### config.mk
export PLATFORM = sky130hd
export DESIGN_NAME = stk_chunk_flags
export DESIGN_NICKNAME = d
export VERILOG_FILES = /design/src/assert_macros.svh /design/src/stk_pkg.sv /design/src/stk_chunk_flags.sv
export SDC_FILE = /design/constraint.sdc
export NUM_CORES = 1
export LEC_CHECK = 0
export BUFFER_PORTS_ARGS = -buffer_cell sky130_fd_sc_hd__buf_2
export CORE_MARGIN = 8
export CORE_UTILIZATION = 56
export CTS_BUF_LIST = sky130_fd_sc_hd__clkbuf_4 sky130_fd_sc_hd__clkbuf_8 sky130_fd_sc_hd__clkbuf_16
export DETAILED_ROUTE_END_ITERATION = 10
export PLACE_DENSITY = 0.76
export RECOVER_POWER = 50
export SYNTH_ARGS = -nofsm -noshare
export SYNTH_HDL_FRONTEND = slang
export SYNTH_SLANG_ARGS = --single-unit
### constraint.sdc
create_clock -name clk_i -period 2.1 [get_ports clk_i]
set_clock_uncertainty 0.1 [all_clocks]
set_input_delay 0.42 -clock clk_i [delete_from_list [all_inputs] [get_ports clk_i]]
set_output_delay 0.42 -clock clk_i [all_outputs]
set_load 0.05 [all_outputs]
### src/assert_macros.svh
// Assertion macros for the striped top-k selector.
// Each macro expects clk_i and rst_ni in the scope where it is used.
`ifndef ASSERT_MACROS_SVH
`define ASSERT_MACROS_SVH

// Invariant that holds at every clock edge outside reset.
`define SVA_ALWAYS(name, prop, msg) \
  name: assert property (@(posedge clk_i) disable iff (!rst_ni) (prop)) else $error(msg);

// Same-cycle implication.
`define SVA_IMPLY(name, ante, cons, msg) \
  name: assert property (@(posedge clk_i) disable iff (!rst_ni) (ante) |-> (cons)) \
    else $error(msg);

// Next-cycle implication.
`define SVA_NEXT(name, ante, cons, msg) \
  name: assert property (@(posedge clk_i) disable iff (!rst_ni) (ante) |=> (cons)) \
    else $error(msg);

`endif

### src/stk_pkg.sv
// Shared types, constants and the score ordering key for the top-k selector.
// No dependencies.
package stk_pkg;

  localparam int unsigned MAX_ENTRIES_DEF = 32;
  localparam int unsigned MAX_CHUNKS_DEF  = 64;

  localparam int unsigned SCORE_W    = 32;
  localparam int unsigned INDEX_W    = 22;
  localparam int unsigned CHUNK_W    = 6;
  localparam int unsigned POS_W      = 16;
  localparam int unsigned TOKEN_W    = 32;
  localparam int unsigned CAP_W      = 6;
  localparam int unsigned CLEN_W     = 17;
  localparam int unsigned COUNT_W    = 6;
  localparam int unsigned CFG_IDX_W  = 2;
  localparam int unsigned CFG_DATA_W = 32;

  localparam logic [CAP_W-1:0]   CAPACITY_RST  = CAP_W'(32);
  localparam logic [CLEN_W-1:0]  CHUNK_LEN_RST = CLEN_W'(1);
  localparam logic [TOKEN_W-1:0] END_TOKEN_RST = '0;

  typedef enum logic [CFG_IDX_W-1:0] {
    CFG_CAPACITY  = 2'd0,
    CFG_CHUNK_LEN = 2'd1,
    CFG_END_TOKEN = 2'd2
  } cfg_reg_e;

  localparam logic FUNC_READ = 1'b1;

  typedef struct packed {
    logic [SCORE_W-1:0] score;
    logic [INDEX_W-1:0] index;
  } entry_t;

  typedef struct packed {
    logic insert;  // offer transfer that enters the chain
    logic rotate;  // readout step
    logic held;    // cell lies below the fill count
    logic tail;    // cell is the last held one
  } cell_ctl_t;

  // Monotone unsigned key of a float bit pattern; minus zero maps to plus zero.
  function automatic logic [SCORE_W-1:0] score_key(input logic [SCORE_W-1:0] s);
    logic [SCORE_W-1:0] t;
    t = (s == {1'b1, {(SCORE_W-1){1'b0}}}) ? '0 : s;
    return t[SCORE_W-1] ? ~t : (t | {1'b1, {(SCORE_W-1){1'b0}}});
  endfunction

endpackage

### src/stk_chunk_flags.sv
// Per-chunk active flags with batch restart and clear on a dropped candidate.
// Uses stk_pkg for the chunk field width.
module stk_chunk_flags #(
  parameter int unsigned MaxChunks = stk_pkg::MAX_CHUNKS_DEF
) (
  input  logic                        clk_i,
  input  logic                        rst_ni,
  input  logic                        start_i,
  input  logic                        clear_i,
  input  logic [stk_pkg::CHUNK_W-1:0] chunk_i,
  output logic                        active_o
);

  logic [MaxChunks-1:0] flags_q, flags_d;
  logic [MaxChunks-1:0] hit;

  // no hit for a chunk number beyond the flag row, so it reads inactive
  always_comb begin
    for (int c = 0; c < int'(MaxChunks); c++) begin
      hit[c] = (int'(chunk_i) == c);
    end
  end

  assign active_o = start_i ? (|hit) : (|(hit & flags_q));

  always_comb begin
    flags_d = start_i ? '1 : flags_q;
    if (clear_i) begin
      flags_d = flags_d & ~hit;
    end
  end

  always_ff @(posedge clk_i or negedge rst_ni) begin
    if (!rst_ni) begin
      flags_q <= '1;
    end else begin
      flags_q <= flags_d;
    end
  end

endmodule

# == Word level (Yosys, flattened, before mapping) ==
# Cells that the tools add are included.
# W data, S select, Z words.
# totals
register_bits,64
inputBits,10
out_inout_bits,1
wordCells,73
# classes
eq_ne,63
mux,3
n_bitwise,3
n_reduce_logical,3
# op_table
cell,n
$eq A6 B6 Y1 const B,32
$and A64 B64 Y64,2
$mux W64,2
$reduce_or A64 Y1,2
$eq A6 B5 Y1 const B,16
$not A64 Y64,1
$eq A6 B4 Y1 const B,8
$eq A6 B3 Y1 const B,4
$eq A6 B2 Y1 const B,2
$eq A6 B1 Y1 const B,1
$logic_not A6 Y1,1
$mux W1,1

# == Depth between registers and ports, before layout ==
# Gate-level depths: netlist of run 1.
# logic_depth
word_depth,4
mapped_depth,8
ltp_nobuf,5

# == Worst setup path after synthesis of run 1 ==
# OpenSTA, ideal clock, no wires.
# synth_path
kind,input -> output
start,in chunk_i[2] (netlist name)
end,out active_o
arrival_ns,2.035
t_required_ns,1.580
path_slack_ns,-0.455
stages,7
path_buffers,2
cell_sequence,buf_2 buf_6 and4b_4 o2111ai_2 o2111ai_1 a2111oi_2 nand4_1
# synth_between
elab_chain_len,4
# synth_lines
item,line_no,text
start: declaration,stk_chunk_flags.sv:10,"input logic [stk_pkg::CHUNK_W-1:0] chunk_i,"
"$eq A6 B2 Y1, or another cell as far along",stk_chunk_flags.sv:20,hit[c] = (int'(chunk_i) == c);
$and A64 B64 Y64,stk_chunk_flags.sv:24,assign active_o = start_i ? (|hit) : (|(hit & flags_q));
$reduce_or A64 Y1,stk_chunk_flags.sv:24,
$mux W1 (*),stk_chunk_flags.sv:24,
end: declaration,stk_chunk_flags.sv:11,output logic active_o
# Mark *: on every way between the ends. The rest lies on a longest branch, timed or not.

# == Worst setup path in the final report of run 1 ==
# layout_path
start,reg flags_q[0]
end,out active_o
# layout_between
elab_chain_len,3
# layout_lines
item,line_no,text
start: declaration,stk_chunk_flags.sv:14,"logic [MaxChunks-1:0] flags_q, flags_d;"
start signal: assignment,stk_chunk_flags.sv:37,flags_q <= flags_d;
$and A64 B64 Y64,stk_chunk_flags.sv:24,
$reduce_or A64 Y1,stk_chunk_flags.sv:24,
$mux W1,stk_chunk_flags.sv:24,
# Every way passes these cells.

==> run summary, run 1 <==
status: complete, but fails checks
failing checks: setup timing
ys flop type: dfstp_2
worst slew pin tran: 1.48 ns
unrepaired setup endpoints after global routing: yes
Post-Synth Adder-Cell Area: 0%
Layout Nets: 397
largest reg by FF count: flags_q
hold slack: 0.334 ns
clk_lat worst skew: 0.34 ns
leading area contributor after synthesis: dfstp_2
Worst path slowest cell: dfstp_2
period utilisation layout: 126%
EDFF count, synth: 0
Post-Syn Instances: 340
hold-fix buffers at CTS: 0
total grt overflow: 0
Antenna Nets Post-Route: 0
worst path cell trace: or4b_4, a21o_1, a211oi_2, a221oi_2, nand4_1, buf_6
M1 GR Usage: 28.7%
worst vdd rail ir drop: 0.000409 V
Final setup viols: 1
GR Layer Usage met2: 34.0%
Die Span X: 94.4 um
Detailed Place HPWL: 6320 um
flops & latches, synth: 64
ANT cells: 0
DRC Markers: 0
Slowest Stage Delay on Critical Path: 0.53 ns
Layout Area Growth over Synthesis: 22.2%
post-synthesis sequential area ratio: 48.9%
Tot GR Track Use: 21.9%
max FFs per register: 64
Crit. End Element: output port
Max Fclk: 377 MHz
Rel. slew slack: 1.28%
number of global-route vias before repair: 2939
static leakage: 1.64 nW
largest registers: flags_q x64
root buffer cell: clkbuf_8
Place WS: -0.594 ns
Clock H-tree levels: 3
initial antenna violation count: 0
Final Hold Fails: 0
CTS tree: built
max-slew violations: 0
Top Ports: 11
Synthesis Warnings: 0
HP Class: in2reg
PortBufs: 10
starting density of the core: 58.1%
Die Y-Extent: 94.4 um
largest family of logic cells by synthesized area: simple AND/OR/NAND/NOR gates
area fraction in compound gates after synthesis: 20.8%
power density cells: 658 mW/mm2
DR iter-0 viols: 373
CORE AREA: 0.00592 mm2
Synth top cells by count: dfstp_2, a21oi_1, nor2_1
Synth Cell Area: 0.00344 mm2
first-pass GRT wire length: 15000 um
Mean Syn Cell Area: 10.1 um2
final RePlAce weighted congestion: 0.958
global route hottest layer: met2
post-CTS setup buffers: 0
required time of the critical path: 1.58 ns
drt total wl: 9530 um
multiplexer area fraction after synthesis: 2.47%
synth top area cells: dfstp_2, a21oi_1, o22a_1
syn_nets: 350
WL/cell: 20.4 um
largest net degree at the start of global routing: 65
Pre-antenna DRT Iters: 6
Async S/R FF share, synth: 100%
Startpoint Class: flip-flop
count leader, synth: dfstp_2
crit-path max FO: 2
Max Buffers Root-to-Sink: 2
fraction of layout cells with a size suffix above 1: 43.4%
xor/xnor share of the synthesized area: 0%
Rows: 28
Post-Synth Simple-Gate Area: 21.7%
GR Layer Usage met3: 4.29%
DR vias: 3065
total CTS buffers: 9
Synth cell types: 59
Arr. time, crit path: 2.14 ns
Final WS setup: -0.556 ns
critical path class: reg2out
clock slew at reported path FFs: 0.07 ns
clock sink total: 64
Yosys top cell area share: 48.9%
fin crit period: 2.66 ns
Max Cap Violations: 0
Via-to-Cell Ratio: 6.56
die area: 0.00890 mm2
[placed cells by master (no fill, tap or decap), types with 4 or more instances in the layout]
cell      instances
nor4bb_1          4
nand3b_1          5
buf_4            51
inv_1             4
nand2_1          11
buf_2             9
and3_1            8
a21oi_1          47
mux2i_1           4
buf_12            5
o211ai_1          4
a31oi_1           4
nand3_1           9
nor2_1           45
clkbuf_8         11
nand4_1           6
o22a_1           20
dfstp_2          64
nor2b_1           4
nor3_1            4
[per-stage QoR]
step	std cells	area [um2]	total power, W	setup TNS [ns]	utilization [%]
global route	467	4200	0.00285	-0.600	71.0
detailed placement	450	3910	0.00166	-0.594	66.0
floorplan	340	3470	0.00150	-0.353	-
CTS	466	4130	0.00275	-0.542	69.8
finish	467	4200	0.00276	-0.556	71.0
global placement	450	3910	0.00165	-0.586	66.0
[worst max-delay path, delay by kind of cell, from the launching register on]
| family | cells | cell delay (ns) |
|---|---|---|
| AND/OR/NAND/NOR | 2 | 0.58 |
| flip-flops | 1 | 0.53 |
| AO/OA/AOI/OAI | 3 | 0.50 |
| buffers and inverters | 1 | 0.18 |
[worst paths after layout]
check / to / from / slack, ns / cells past startpoint
min: flags_q[37] / start_i / 0.33 / 3
min reg2reg: flags_q[56] / flags_q[56] / 0.39 / 2
max in group asynchronous: flags_q[8] / rst_ni / 0.86 / 2
max: active_o / flags_q[0] / -0.56 / 6
max reg2reg: flags_q[12] / flags_q[12] / 1.16 / 2
min in group asynchronous: flags_q[7] / rst_ni / 0.98 / 2
[area by class of cell]
cell class              instances  area (um2)
inverters                       6        22.5
clock inverters                 3        40.0
well taps                      75        93.8
multi-input cells             237        1620
flip-flops and latches         64        1680
repair buffers                 69         581
clock buffers                  13         166
fillers                       411        1720
[power by group]
part / internal, W / switching [W]
Clock: 0.000636 / 0.000459
Sequential: 0.00127 / 0.0000100
Combinational: 0.000165 / 0.000228
[routing by layer]
layer  vias to the layer above  wire length [um]  part of all wire, %
li1                       1350                 -                    -
met1                      1521              4050                   42
met2                       161              4510                   47
met3                        33               725                  7.6
met4                         0               240                  2.5
met5                         -                 0                    0
[logic make-up (layout without fill, tap and decap cells)]
family	after synthesis	in the layout
and+or+nand+nor	124	124
AOI/OAI and AO/OA	105	105
DFF	64	64
buffers and inverters	39	91
muxes	8	8
[repair_timing]
action | 4_1_cts | 5_1_grt
gates resized for setup | 4 | 8
endpoints found under the hold margin | 0 | 0
pin swaps | 1 | 4
endpoints found under the setup margin | 1 | 1
cloned | 0 | 1
(Power assumes the default switching activity.)
==> inputs of run 2 (changes only) <==
--- a/config.mk
+++ b/config.mk
@@ -10,6 +10,7 @@
 export CORE_UTILIZATION = 56
 export CTS_BUF_LIST = sky130_fd_sc_hd__clkbuf_4 sky130_fd_sc_hd__clkbuf_8 sky130_fd_sc_hd__clkbuf_16
 export DETAILED_ROUTE_END_ITERATION = 10
+export GPL_TIMING_DRIVEN = 0
 export PLACE_DENSITY = 0.76
 export RECOVER_POWER = 50
 export SYNTH_ARGS = -nofsm -noshare
==> run 2 against run 1 <==
  * The flow finishes with violations (capacitance limit, setup timing)
  * Cell count shrank 3.6%
  * Register-to-register slack worse by 0.04 ns
  * Critical path depth is 5 higher
  * Count of clock-buffer cells in the layout shrank 2
  * First-iteration DRC count shrank 11%
  * Sequential power about the same
  * Sequential cell count is the same
  * Via count is essentially flat
  * Die area unchanged
  * Cell area decreased by 3.1%
  * Combinational power down 1%
  * Setup slack worse by 0.032 ns
  * Highest routed layer unchanged
==> run summary, run 2 (synthesized netlist as in run 1, its figures left out) <==
Slowest Stage Delay on Critical Path: 0.38 ns (-0.15 ns)
root buffer cell: clkbuf_8
required time of the critical path: 1.58 ns (about the same)
CORE AREA: 0.00592 mm2 (unchanged)
largest registers: flags_q x64
largest reg by FF count: flags_q
critical path class: in2out
DR iter-0 viols: 331 (-11%)
number of global-route vias before repair: 3020 (+2.8%)
failing checks: capacitance limit, setup timing
WL/cell: 23.0 um (+12%)
worst path cell trace: buf_8, buf_8, buf_6, buf_8, buf_12, nor2_4, a41oi_2, a32oi_1, a2111oi_2, nand4_1, buf_6
Clock H-tree levels: 3 (unchanged)
DRC Markers: 0 (unchanged)
Worst path slowest cell: a2111oi_2
most frequent cells in the layout: dfstp_2, a21oi_1, nor2_1
Post-Place Cell Area: 0.00360 mm2 (-7.9%)
Arr. time, crit path: 2.17 ns (+0.03 ns)
max FFs per register: 64 (unchanged)
initial antenna violation count: 0 (unchanged)
DR vias: 3067 (+0.065%)
power density cells: 692 mW/mm2 (+5.3%)
Worst R2R End: flags_q[34]
Sw Share: 25.5% (+0.32 points)
R2R cell count: 2 (unchanged)
Layout Nets: 381 (-4.0%)
clock sink total: 64 (unchanged)
worst slew pin tran: 1.50 ns (+0.0183 ns)
Worst R2R Start: flags_q[34]
Die Span X: 94.4 um (unchanged)
Max Cap Violations: 1 (+1)
hold_sp: clear_i
final RePlAce weighted congestion: 0.966 (+0.75%)
PortBufs: 8 (-2)
Rows: 28 (unchanged)
total grt overflow: 0 (unchanged)
CTS tree: built
Place WS: -0.721 ns (-0.126 ns)
fraction of layout cells with a size suffix above 1: 38.7% (-4.7 points)
Setup TNS: -0.587 ns (-0.0315 ns)
CP top delay family: compound AO/OA/AOI/OAI gates
ANT cells: 0 (unchanged)
Max Buffers Root-to-Sink: 2 (unchanged)
Crit. End Element: output port
fin crit period: 2.69 ns (+0.0315 ns)
switching power total: 0.000719 W (+3.2%)
total CTS buffers: 9 (unchanged)
total power: 0.00282 W (+2.0%)
Gate power share: 13.8% (-0.4 points)
CP Buf/Inv Count: 6 (+5)
Via-to-Cell Ratio: 6.82 (+3.8%)
Pre-antenna DRT Iters: 6 (unchanged)
R2R setup slack: 1.12 ns (-0.04 ns)
Detailed Place HPWL: 6710 um (+6.1%)
first-pass GRT wire length: 16600 um (+11%)
Max Fclk: 372 MHz (-1.2%)
crit-path max FO: 6 (+4)
filler instances: 437 (+6.3%)
period utilisation layout: 128% (+1.5 points)
register share of total power: 45.3% (-0.9 points)
internal cell power: 0.00210 W (+1.5%)
max-slew violations: 0 (unchanged)
Rel. slew slack: 0.0622% (-1.2 points)
largest net degree at the start of global routing: 65 (unchanged)
clock power share: 40.9% (+1.3 points)
Final Hold Fails: 0 (unchanged)
clk_lat worst skew: 0.34 ns (about the same)
clock slew at reported path FFs: 0.07 ns (about the same)
worst vdd rail ir drop: 0.000440 V (+7.6%)
HP Class: in2reg
Antenna Nets Post-Route: 0 (unchanged)
status: complete, but fails checks
Finished Cell Area: 0.00407 mm2 (-3.1%)
Die Y-Extent: 94.4 um (unchanged)
Final setup viols: 1 (unchanged)
commonest non-fill, non-tap cell in the layout: dfstp_2
static leakage: 1.54 nW (-6.0%)
Layout Area Growth over Synthesis: 18.4%
hold slack: 0.365 ns (+0.0309 ns)
unrepaired setup endpoints after global routing: yes
Top Ports: 11 (unchanged)
Tot GR Track Use: 24.9% (+3.0 points)
drt total wl: 10300 um (+8.4%)
Hold Crit Depth: 3 (unchanged)
Final WS setup: -0.587 ns (-0.0315 ns)
starting density of the core: 58.1% (unchanged)
Hold Path End: flags_q[21]
crit-path most repeated cell: buf_8
Startpoint Class: primary input
die area: 0.00890 mm2 (unchanged)
## run 2: cell count changes in the layout (fill, tap and decap cells not counted), sizes merged
| cell | before | now |
|---|---|---|
| bufinv | 1 | 2 |
| clkbuf | 15 | 25 |
| buf | 67 | 39 |
## run 2: worst register-to-register path: cells and delay by family, from the launching register on
kind / cells / cell delay [ns]
flip-flops: 1 / 0.52
buffers and inverters: 1 / 0.04
AO/OA/AOI/OAI: 1 / 0.22
## run 2: worst max path at each step
stage	end	depth (start not counted)	start	slack, ns
global route	active_o	9	chunk_i[3]	-0.63
floorplan	active_o	6	chunk_i[0]	-0.35
detailed placement	active_o	7	chunk_i[5]	-0.72
global placement	active_o	7	chunk_i[5]	-0.69
CTS	active_o	10	chunk_i[1]	-0.53
finish	active_o	11	chunk_i[1]	-0.59
## run 2: area by class of cell
cell class,count,area [um2],share of cell area [%]
plain buffers,33,253,6.21
clock buffers,11,139,3.41
clock inverters,4,70.1,1.72
inverters,6,22.5,0.553
multi-input cells,237,1620,39.8
flip-flops and latches,64,1680,41.3
well taps,75,93.8,2.31
repair buffers,20,190,4.67
## run 2: power by group through the flow
stage | clock (W) | combinational [W] | sequential (W)
CTS | 0.00116 | 0.000368 | 0.00128
finish | 0.00115 | 0.000388 | 0.00128
global route | 0.00124 | 0.000411 | 0.00128
global placement | 0 | 0.000320 | 0.00129
floorplan | 0 | 0.000212 | 0.00129
detailed placement | 0 | 0.000319 | 0.00129
## run 2: per-layer routing
| metal | up-vias | track usage (%) | wire length [um] |
|---|---|---|---|
| met3 | 44 | 8.02 | 1030 |
| met1 | 1499 | 32.8 | 4310 |
| met4 | 0 | 13.2 | 452 |
| met5 | - | 0 | 0 |
| li1 | 1314 | - | - |
| met2 | 210 | 35.7 | 4550 |
## run 2: repair_timing
action | CTS | global route
resized for setup | 33 | 4
cloned | 1 | 0
setup buffers | 8 | 3
pin swaps | 9 | 8
hold buffers | 0 | 0
setup endpoints to repair | 1 | 1
## run 2: through the flow
stage                     utilization, %  std cells
after floorplan                        -        340
after global placement              60.8        423
after detailed placement            60.8        423
after CTS                           68.1        447
after global routing                68.7        450
final                               68.7        450
