File: src/assert_macros.svh
// Assertion macros for the striped top-k selector.
// Each macro expects clk_i and rst_ni in the scope where it is used.
`ifndef ASSERT_MACROS_SVH
`define ASSERT_MACROS_SVH

// Invariant that holds at every clock edge outside reset.
`define SVA_ALWAYS(name, prop, msg) \
  name: assert property (@(posedge clk_i) disable iff (!rst_ni) (prop)) else $error(msg);

// Same-cycle implication.
`define SVA_IMPLY(name, ante, cons, msg) \
  name: assert property (@(posedge clk_i) disable iff (!rst_ni) (ante) |-> (cons)) \
    else $error(msg);

// Next-cycle implication.
`define SVA_NEXT(name, ante, cons, msg) \
  name: assert property (@(posedge clk_i) disable iff (!rst_ni) (ante) |=> (cons)) \
    else $error(msg);

`endif

File: src/stk_pkg.sv
// Shared types, constants and the score ordering key for the top-k selector.
// No dependencies.
package stk_pkg;

  localparam int unsigned MAX_ENTRIES_DEF = 32;
  localparam int unsigned MAX_CHUNKS_DEF  = 64;

  localparam int unsigned SCORE_W    = 32;
  localparam int unsigned INDEX_W    = 22;
  localparam int unsigned CHUNK_W    = 6;
  localparam int unsigned POS_W      = 16;
  localparam int unsigned TOKEN_W    = 32;
  localparam int unsigned CAP_W      = 6;
  localparam int unsigned CLEN_W     = 17;
  localparam int unsigned COUNT_W    = 6;
  localparam int unsigned CFG_IDX_W  = 2;
  localparam int unsigned CFG_DATA_W = 32;

  localparam logic [CAP_W-1:0]   CAPACITY_RST  = CAP_W'(32);
  localparam logic [CLEN_W-1:0]  CHUNK_LEN_RST = CLEN_W'(1);
  localparam logic [TOKEN_W-1:0] END_TOKEN_RST = '0;

  typedef enum logic [CFG_IDX_W-1:0] {
    CFG_CAPACITY  = 2'd0,
    CFG_CHUNK_LEN = 2'd1,
    CFG_END_TOKEN = 2'd2
  } cfg_reg_e;

  localparam logic FUNC_READ = 1'b1;

  typedef struct packed {
    logic [SCORE_W-1:0] score;
    logic [INDEX_W-1:0] index;
  } entry_t;

  typedef struct packed {
    logic insert;  // offer transfer that enters the chain
    logic rotate;  // readout step
    logic held;    // cell lies below the fill count
    logic tail;    // cell is the last held one
  } cell_ctl_t;

  // Monotone unsigned key of a float bit pattern; minus zero maps to plus zero.
  function automatic logic [SCORE_W-1:0] score_key(input logic [SCORE_W-1:0] s);
    logic [SCORE_W-1:0] t;
    t = (s == {1'b1, {(SCORE_W-1){1'b0}}}) ? '0 : s;
    return t[SCORE_W-1] ? ~t : (t | {1'b1, {(SCORE_W-1){1'b0}}});
  endfunction

endpackage

File: src/stk_cell.sv
// One cell of the sorted chain: holds one entry, compares it with the offered
// candidate and takes its neighbor's entry on insert or rotate. Uses stk_pkg.
module stk_cell (
  input  logic                        clk_i,
  input  stk_pkg::cell_ctl_t          ctl_i,
  input  stk_pkg::entry_t             new_entry_i,
  input  logic [stk_pkg::SCORE_W-1:0] new_key_i,
  input  logic                        prev_above_i,
  input  stk_pkg::entry_t             prev_entry_i,
  input  stk_pkg::entry_t             next_entry_i,
  input  stk_pkg::entry_t             head_entry_i,
  output stk_pkg::entry_t             entry_o,
  output logic                        above_o,
  output logic                        key_gt_o
);

  stk_pkg::entry_t             entry_q, entry_d;
  logic [stk_pkg::SCORE_W-1:0] cell_key;

  assign cell_key = stk_pkg::score_key(entry_q.score);

  // held entry ranks strictly above the candidate (lower index is smaller on ties)
  assign above_o = ctl_i.held &&
                   ((cell_key > new_key_i) ||
                    ((cell_key == new_key_i) && (new_entry_i.index < entry_q.index)));
  assign key_gt_o = new_key_i > cell_key;

  always_comb begin
    entry_d = entry_q;
    if (ctl_i.insert) begin
      if (!above_o) begin
        entry_d = prev_above_i ? new_entry_i : prev_entry_i;
      end
    end else if (ctl_i.rotate && ctl_i.held) begin
      entry_d = ctl_i.tail ? head_entry_i : next_entry_i;
    end
  end

  always_ff @(posedge clk_i) begin
    entry_q <= entry_d;
  end

  assign entry_o = entry_q;

endmodule

File: config.mk
export PLATFORM = sky130hd
export DESIGN_NAME = stk_cell
export DESIGN_NICKNAME = d
export VERILOG_FILES = /design/src/assert_macros.svh /design/src/stk_pkg.sv /design/src/stk_cell.sv
export SDC_FILE = /design/constraint.sdc
export NUM_CORES = 1
export LEC_CHECK = 0
export BUFFER_PORTS_ARGS = -buffer_cell sky130_fd_sc_hd__buf_4
export CAP_MARGIN = 10
export CORE_ASPECT_RATIO = 0.6
export CORE_MARGIN = 3
export CORE_UTILIZATION = 25
export CTS_CLUSTER_SIZE = 30
export DETAILED_ROUTE_END_ITERATION = 16
export PLACE_DENSITY_LB_ADDON = 0.05
export SLEW_MARGIN = 20
export SYNTH_ARGS = -nofsm -noshare
export SYNTH_HDL_FRONTEND = slang
export SYNTH_SLANG_ARGS = --single-unit
export TNS_END_PERCENT = 100
File: constraint.sdc
create_clock -name clk_i -period 9.15 [get_ports clk_i]
set_input_delay 1.83 -clock clk_i [delete_from_list [all_inputs] [get_ports clk_i]]
set_output_delay 1.83 -clock clk_i [all_outputs]
set_load 0.01 [all_outputs]
; After elaboration in Yosys (flattened, before gate mapping)
; Index checks and enable logic that the tools add are counted.
[classes]
add_sub_neg = 0
n_mul = 0
n_div = 0
n_lt_le_gt_ge = 3
eq_ne = 3
shift = 0
muxes = 7
bitwise = 1
reduce_logical = 6
[ops]
columns = op, n
row1 = 2-to-1 mux 54 bit, 5
row2 = greater-than comparator 32 bit, 2
row3 = 2-to-1 mux 32 bit, 2
row4 = equality test 32 bit, 1
row5 = equality test 32 bit (second input constant), 1
row6 = NOT 32 bit, 1
row7 = < comparator 22 bit, 1
row8 = logical AND 1 bit, 3
row9 = != test 2 bit (second input constant), 1
row10 = AND reduction 2 bit, 1
row11 = nonzero test 2 bit, 1
row12 = logical OR 1 bit, 1
[word_totals]
regBits = 54
latchBits = 0
ram_bits = 0
romBits = 0
output_inout_bits = 56
wordCells = 22
mem_count = 0

; Logic depth before layout (Yosys ltp)
; Gate-level depths: netlist of the first run.
[depth]
ltp_word = 10
mapped_depth = 14
depth_no_buf = 12

; Worst setup path after synthesis of the first run
; Ideal clock, no wire load.
[synth_timing]
path_type = input to register
from = in new_key_i[1] (netlist bit)
to = reg entry_q (netlist bit entry_o[0]), enable pin
setup_time_ns = 0.565
t_arrival_ns = 7.112
required_ns = 8.585
path_slack_ns = 1.473
stages = 7
path_buffers = 0
cell_sequence = ha_1 > nor2b_1 > o211ai_1 > a2111oi_0 > o41a_1 > nor4_4 > a311oi_1
[synth_between]
elab_chain_cells = 6
elab_cells_between_ends = 7
cone_classes = order compare: 1 / eq/ne: 2 / reduce/logical: 4
[synth_lines]
columns = element, line_no
row1 = start: declaration, stk_cell.sv:7  ; input logic [stk_pkg::SCORE_W-1:0] new_key_i,
row2 = branches (longest 2 deep; another with greater-than comparator 32 bit), -
row3 = logical OR 1 bit (*), stk_cell.sv:24  ; ((cell_key > new_key_i) ||
row4 = logical AND 1 bit (*), stk_cell.sv:23  ; assign above_o = ctl_i.held &&
row5 = != test 2 bit (no line) (*), -
row6 = AND reduction 2 bit (no line) (*), -
row7 = end signal: assignment, stk_cell.sv:40  ; entry_q <= entry_d;
row8 = end: declaration, stk_cell.sv:17  ; stk_pkg::entry_t entry_q, entry_d;
; Every way passes the cells marked *.
; A chain may end at the register's enable or synchronous reset.

; Worst setup path in the final report of the first run
[layout_timing]
from = reg entry_q (netlist bit entry_o[53])
to = out above_o
[layout_between]
elab_chain_cells = 8
elab_cells_between_ends = 9
cone_classes = order compare: 1 / eq/ne: 2 / mux: 2 / bitwise: 1 / reduce/logical: 3
[layout_lines]
columns = element, line_no
row1 = equality test 32 bit, stk_pkg.sv:46  ; t = (s == {1'b1, {(SCORE_W-1){1'b0}}}) ? '0 : s;
row2 = 2-to-1 mux 32 bit (*), stk_pkg.sv:46
row3 = NOT 32 bit, stk_pkg.sv:47  ; return t[SCORE_W-1] ? ~t : (t | {1'b1, {(SCORE_W-1){1'b0}}});
row4 = 2-to-1 mux 32 bit (*), stk_pkg.sv:47
row5 = branches (longest 2 deep; another with greater-than comparator 32 bit), -
row6 = logical OR 1 bit (*), stk_cell.sv:24
row7 = logical AND 1 bit (*), stk_cell.sv:23
row8 = end: declaration, stk_cell.sv:13  ; output logic above_o,
; Marks and branches as above.

==> run summary, run 1 <==
The post-CTS setup-driven buffer insertion count is 0. The number of clock buffers added by TritonCTS is 5. The residual DRC count came out at 0. The post-synthesis xor/xnor area fraction is 0.0538. The library cells used most frequently in the layout, excluding fill and tap cells, are 314 x buf_4, 70 x a21oi_1, 58 x nor2b_1. The quantity of hold-fixing buffers added after cts is 0. The number of nets in the finished design came out at approximately 1,100.

The simple logic cell fraction of the synthesized area is 0.153. The distinct cell type count after synthesis is 36. The initial core utilization came out at 0.260. The library cell occupying the most area in the post-synthesis netlist is edfxtp_1. The final number of max-transition violations is 0. The final layout contains routed wiring with a total length of between 15,000 and 20,000 um.

The number of failing hold endpoints at the final stage is 0. The number of gates resized after CTS was 0. The clock slew at the register clock pins of the worst setup and hold paths is 0.07 ns. The first global-routing pass estimated about 29,000 um of wire. The synthesized design contains between 50 and 60 register bits. The pin count of the biggest net entering global routing is 90. The per-cell routed wire length came out at approximately 18 um. The worst-skew pair later-pin latency came out at approximately 0.3 ns. The clock root buffer master is clkbuf_16. The core outline area came out at approximately 20,000 um^2. The number of rows created at floorplan came out at 39. The relative contribution of sequential cells to total power came out at 0.369. The number of buffer and inverter stages on the critical path is 2. The estimated wirelength of the detail-placed design is around 16,000 um. At the worst endpoint, the required time is 7.32 ns. Overall power consumption after layout is estimated at approximately 900 uW.

The clock tree from TritonCTS is done. The via count of the first global-routing pass came out at 5,124. CTS saw between 50 and 60 sinks. Synthesis handed over a netlist of ~540 instances. By area, the combinational part of the netlist is dominated by compound AO/OA/AOI/OAI gates. The number of routed nets with antenna violations is 0. At the end of routability-driven placement, the weighted congestion stood at around 0.85. The setup slack after layout came out at around 2.8 ns. The worst path needs between 6 and 7 ns of the cycle, external delays included. The flow ran to the end, and the final reports show no timing, DRC or antenna violations. The critical path in this run is classified as flip-flop to output port. The maximum level of the CTS H-tree is 2.

The setup slack after placement is between 3 and 4 ns. The register with the most flip-flops in the layout has between 50 and 60 of them. The largest stage delay on the critical path came out at approximately 0.6 ns. The post-route worst hold slack came out at roughly 1.7 ns.

The number of antenna cells inserted is 0. The fraction of synthesized cell area taken by the top area cell type came out at 0.321. The worst-case clock skew came out at about 0.015 ns. The top achievable clock speed came out at 157 MHz. Internal power comes to ~610 uW. The setup slack of the most critical reg-to-reg path came out at ~4.3 ns. For this design the static power due to leakage is between 0.003 and 0.004 uW. The relative area change from synthesis to final layout is 53.3%. Setup repair after global routing left no endpoint under its margin.

The fraction of the yosys area taken by sequential cells is 0.321. For this run the aggregate overflow at the end of global routing stands at 0. The number of violations of the max-capacitance limit came out at 0.

The clock power share is 0.207. The die span in x is roughly 190 um. Ranked by total cell area, the synthesized netlist is headed by edfxtp_1 32%, ha_1 13%, mux2i_1 11%. The total number of vias is ~5,000.

slightly above 300 I/O pins were placed. The proportion of total power due to net switching came out at 0.327. The areal power density over the cells came out at around 120 nW/um^2. The startpoint type of the worst setup path is a flip-flop. The leading cell type in the layout, fill and taps excluded is buf_4.

The first detailed-routing pass ran for 4 iterations. Traced cell by cell, the critical path runs through buf_4, nor4b_1, nand4_1, or2_2, nand2_1, xor2_1, ha_1, and4_1, and4bb_2, o41a_1, nor4_4, o21a_1, buf_4. The mux cell area share after synthesis is 0.107. Setup violations remaining at the end of the flow were counted as 0. The overall track demand over capacity in global routing came out at 0.168. The number of antenna violations at the first check in global routing is 1. Grouping stages by cell kind, the critical path spends the most delay in simple AND/OR/NAND/NOR gates. The number of enable-type register cells in the synthesized netlist is 54. Of all nets on the critical path, the largest fanout is 32. The count of placed standard cells including taps came out at ~1,100. Data on the critical path arrives at its endpoint at approximately 4.5 ns. Dividing the detail-routed via count by the number of cells gives 4.66. The full die area came out at around 22,000 um^2. The count of input and output buffers came out at a little over 300. The slowest cell on the critical path is or2_2. The post-synthesis average cell area is 9.37 um^2. The clock passes through at most 2 buffers. The share of flip-flops with an asynchronous set or reset after synthesis is 0. The fraction of layout instances using a drive strength above 1 is 0.394. The worst IR drop on VDD came out at 75.9 uV. In the synthesized netlist the dominant register cell turns out to be edfxtp_1. For this run, the number of Yosys warnings is 0.

The total net switching power came out at just under 300 uW. The vertical extent of the die came out at between 100 and 150 um. The share of the cycle needed by the critical path after routing is 0.694. The part of the total power dissipated in combinational logic came out at 0.424.

The number of non-filler instances in the completed layout came out at 1,088. The mapped netlist covers roughly 5000 um^2. The type of the worst min-delay path is flip-flop to flip-flop.

For the pin with the worst max-slew slack, the measured transition is around 1 ns. The aggregate negative setup slack came out at 0 ns. The fraction of the mapped netlist area in compound gates came out at 0.187. Counting stages on the worst path, the most repeated cell is buf_4. The relative slew slack is 0.332. STA classifies the critical path endpoint as an output port. The iteration-0 DRC count of the detailed router came out at about 160. The synthesized net count came out at 846.

Of the total synthesized cell area, the portion taken by full adders, half adders and majority gates is 0.131.
[worst min-delay path, delay by kind of cell (launching register included)]
family / cells / cell delay (ns)
AO/OA/AOI/OAI: 2 / 0.18
adder cells (fa/ha/maj): 1 / 0.17
buffers and inverters: 2 / 0.30
flip-flops: 1 / 0.36
AND/OR/NAND/NOR: 2 / 0.46
[power groups by stage]
stage | Sequential (uW) | Combinational (uW) | Clock (uW)
6_report | 332 | 382 | 187
2_1_floorplan | 349 | 184 | 0
4_1_cts | 332 | 387 | 194
3_3_place_gp | 337 | 383 | 0
3_5_place_dp | 338 | 386 | 0
5_1_grt | 336 | 428 | 203
[cells by family (layout without fill, tap and decap cells)]
family | Yosys count | in the layout
xor+xnor | 31 | 31
mux | 54 | 54
flops | 54 | 54
simple gates | 137 | 137
buf+inv | 60 | 343
compound gates | 150 | 150
fa+ha+maj | 53 | 53
[synth_stat cells, drive strengths merged, types with 2 or more instances]
cell type,n
inv,23
nand3,4
o21ai,8
buf,13
ha,53
o21a,2
nand2,36
xor2,31
a21oi,71
a211oi,57
nor4,9
nor2,5
mux2i,54
clkbuf,24
a21o,5
edfxtp,54
nor3,4
nor2b,58
nand4,13
and4,2
[worst paths after layout]
check / from / end / cells after the start
worst max-delay path: entry_o[53]$_DFFE_PP_ / above_o / 13
worst min-delay path: entry_o[13]$_DFFE_PP_ / entry_o[30]$_DFFE_PP_ / 7
worst max register to register: entry_o[53]$_DFFE_PP_ / entry_o[23]$_DFFE_PP_ / 14
worst min register to register: entry_o[13]$_DFFE_PP_ / entry_o[30]$_DFFE_PP_ / 7
[per-layer routing]
metal / vias up / share of wire / track usage
met1: 2308 / 0.49 / 0.241
met4: 2 / 0.0071 / 0.0231
met3: 10 / 0.066 / 0.0435
li1: 2585 / - / -
met5: - / 0.0010 / 0
met2: 161 / 0.44 / 0.262
[final cells by class]
| class | count | area [um^2] |
|---|---|---|
| fillers | 2030 | 11700 |
| multi-input cells | 425 | 3210 |
| repair buffers | 314 | 2360 |
| flip-flops and latches | 54 | 1620 |
| well taps | 266 | 333 |
| clock buffers | 5 | 125 |
| inverters | 23 | 86.3 |
| clock inverters | 1 | 3.75 |
[stage by stage]
stage / cell area, um^2 / util
after global placement: 7610 / 0.392
final: 7740 / 0.398
after CTS: 7740 / 0.398
after global routing: 7740 / 0.398
after floorplan: 5050 / -
after detailed placement: 7610 / 0.392
No activity file was read; power rests on OpenSTA's default activity.
==> run 2: changes to the inputs <==
==> constraint.sdc (replaced) <==
create_clock -name clk_i -period 5.4 [get_ports clk_i]
set_input_delay 1.08 -clock clk_i [delete_from_list [all_inputs] [get_ports clk_i]]
set_output_delay 1.08 -clock clk_i [all_outputs]
set_load 0.01 [all_outputs]
==> run 2 against run 1 <==
Design area up 0.78%. Clock-buffer cell count up 2. Clock power up 99%. Clock skew down 0.0090 ns. Non-clock buffer count unchanged. Hold slack worse by 0.54 ns. Sequential cell count unchanged. Register-to-register slack worse by 3.3 ns. Via count up 1.1%. Largest power group unchanged. Die area unchanged. First-iteration DRC count down 8.6%.
==> run summary, run 2 (synthesis gave the netlist of run 1 again) <==
The full die area is roughly 22,000 um^2. The estimated wirelength of the detail-placed design is ~16,000 um. In this design, the critical path's most frequently occurring cell is nand4_1. The worst-case clock skew is between 0.006 and 0.007 ns. In this run the deepest clock path goes through 2 buffers. The count of input and output buffers came out at 309. The register with the most flip-flops in the layout has 54 of them. Clock tree synthesis selected as its root buffer the cell clkbuf_16. The pin count of the biggest net entering global routing is roughly 110. TritonCTS built the clock tree. The register area is 1620 um^2. The number of clock sinks seen by CTS came out at 54. The library cell used most frequently in the layout, excluding fill and tap cells, is buf_4. The proportion of total power due to net switching is 0.317. The maximum level of the CTS H-tree came out at 2. The area of combinational cells with multiple inputs is around 3200 um^2. Relative to the synthesized area, the layout overhead comes to 54.4%.

The worst IR drop on VDD is 107 uV. The I/O pin count is 310. Setup repair after global routing left no endpoint under its margin. The die span in x is approximately 190 um.

At the worst endpoint, the required time is approximately 4.3 ns. The number of violations of the max-capacitance limit is 0. Dividing the detail-routed via count by the number of cells gives between 4 and 5.

The residual DRC count is 0. The wire length of the first global-routing pass is between 30,000 and 40,000 um. The areal power density over the cells came out at around 200 nW/um^2. The share of the cycle needed by the critical path after routing is 0.932. Internal power comes to roughly 1100 uW. The worst-skew pair later-pin latency is slightly below 0.3 ns. In the final layout, the share of cells above drive strength 1 is 0.396. The number of failing hold endpoints at the final stage came out at 0. The setup path with the least slack is of type flip-flop to output port. The core region is 19,400 um^2. The overall track demand over capacity in global routing came out at 0.176. The flow ran to the end, and the final reports show no timing, DRC or antenna violations. Summed over all nets, the switching power comes to roughly 500 uW. 0 antenna diodes ended up in the layout. The number of hold buffers added after CTS was 0.

The number of routed nets with antenna violations came out at 0. The relative contribution of sequential cells to total power came out at 0.355. The worst register-to-register path has a depth of 12. The filler cell count came out at between 1,500 and 2,000. Walking the worst path, the cells encountered are nor4_1, nand4_1, or2_2, nand2_1, ha_1, nand4_1, nor2_1, a22o_1, o41a_1, nor4_4, o21a_1, buf_4. The relative slew slack is 0.349. The number of cells on the worst hold path came out at 3.

The share of total power dissipated in combinational logic is 0.410. The top achievable clock speed came out at between 150 and 200 MHz. The total number of vias is around 5,100.

Measured on the finished design, the core utilization comes to 0.401. The routed wire length came out at between 15,000 and 20,000 um. Setup slack closes at around 0.37 ns. The final number of max-transition violations came to 0. The number of antenna violations at the first check in global routing came out at 0. The largest single stage delay on the critical path is between 0.5 and 0.6 ns. The remaining global-route overflow came out at 0. The initial core utilization came out at 0.260.

The detailed router finished its first iteration with roughly 150 violations. The worst-path maximum fanout is 30. The vertical extent of the die came out at around 120 um. The arrival time at the worst endpoint came out at 3.95 ns. The setup slack after placement is about 0.58 ns. The number of rows created at floorplan came out at 39. The min-delay analysis places its worst path in the category primary input to flip-flop. The worst setup path is captured at an output port. The number of iterations in the first detailed-routing pass is 4. In the final routed layout, each cell accounts on average for roughly 18 um. The number of nets in the finished design came out at around 1,100. For this design, the slowest cell found on the critical path is or2_2. The final count of negative-setup-slack endpoints is 0. The via count of the first global-routing pass came to around 5,300. Clock-pin slew was measured on the worst setup and hold paths at 0.07 ns. The number of buffers created by CTS is 5. The share of total power dissipated in the clock network is 0.235. Counting I/O delays and the setup requirement, the final critical path takes about 5.0 ns. The transition time at the pin with the least slew margin is between 0.9 and 1 ns. In the layout the commonest cells are 313 x buf_4, 70 x a21oi_1, 58 x nor2b_1. The leakage power total came out at 0.00366 uW. The post-route worst hold slack is 1.14 ns. STA classifies the critical path startpoint as a flip-flop. The routability congestion estimate from global placement is ~0.87. The total power came out at about 1600 uW. Setup total negative slack on the finished layout was measured at 0 ns.
-- run 2: cell types whose count changed in the layout (fill, tap and decap cells not counted), sizes merged --
cell,change
clkbuf,+2
bufinv,+1
clkinv,-1
-- run 2: per-layer routing --
metal / vias up / track usage / part of all wire
met5: - / 0 / 0
met3: 8 / 0.0472 / 0.074
met1: 2361 / 0.248 / 0.48
met4: 0 / 0.0256 / 0.0075
met2: 169 / 0.275 / 0.43
li1: 2585 / - / -
-- run 2: power groups by stage --
| stage | logic [uW] | clock network [uW] | registers (uW) |
|---|---|---|---|
| after floorplan | 313 | 0 | 588 |
| after global placement | 657 | 0 | 568 |
| after detailed placement | 657 | 0 | 573 |
| after CTS | 661 | 394 | 563 |
| after global routing | 734 | 409 | 571 |
| final | 651 | 373 | 563 |
-- run 2: area by class of cell --
cell class / count / area share
multi-input combinational: 425 / 0.413
tap: 266 / 0.0427
clock buffer: 7 / 0.0170
timing repair buffer: 314 / 0.305
clock inverter: 1 / 0.00385
inverter: 23 / 0.0111
sequential: 54 / 0.208
-- run 2: final timing paths --
path | start | end | slack [ns]
min | head_entry_i[9] | entry_o[9]$_DFFE_PP_ | 1.14
max reg2reg | entry_o[26]$_DFFE_PP_ | entry_o[29]$_DFFE_PP_ | 1.06
max | entry_o[26]$_DFFE_PP_ | above_o | 0.37
min reg2reg | entry_o[13]$_DFFE_PP_ | entry_o[41]$_DFFE_PP_ | 1.58
-- run 2: stage by stage --
stage / cells / instance area (um^2)
2_1_floorplan: 539 / 5050
4_1_cts: 1089 / 7760
3_3_place_gp: 1081 / 7600
6_report: 1090 / 7800
3_5_place_dp: 1081 / 7600
5_1_grt: 1090 / 7800
-- run 2: timing repair --
| item | CTS | global route |
|---|---|---|
| hold endpoints to repair | 0 | 0 |
| buffers inserted | 0 | 0 |
| gates resized for setup | 0 | 1 |
| setup endpoints to repair | 0 | 1 |
-- run 2: worst max-delay path: cells and delay by family (launching register included) --
family / cells / cell delay (ns)
AO/OA/AOI/OAI: 3 / 0.82
flip-flops: 1 / 0.45
AND/OR/NAND/NOR: 7 / 1.98
adder cells (fa/ha/maj): 1 / 0.27
buffers and inverters: 1 / 0.13
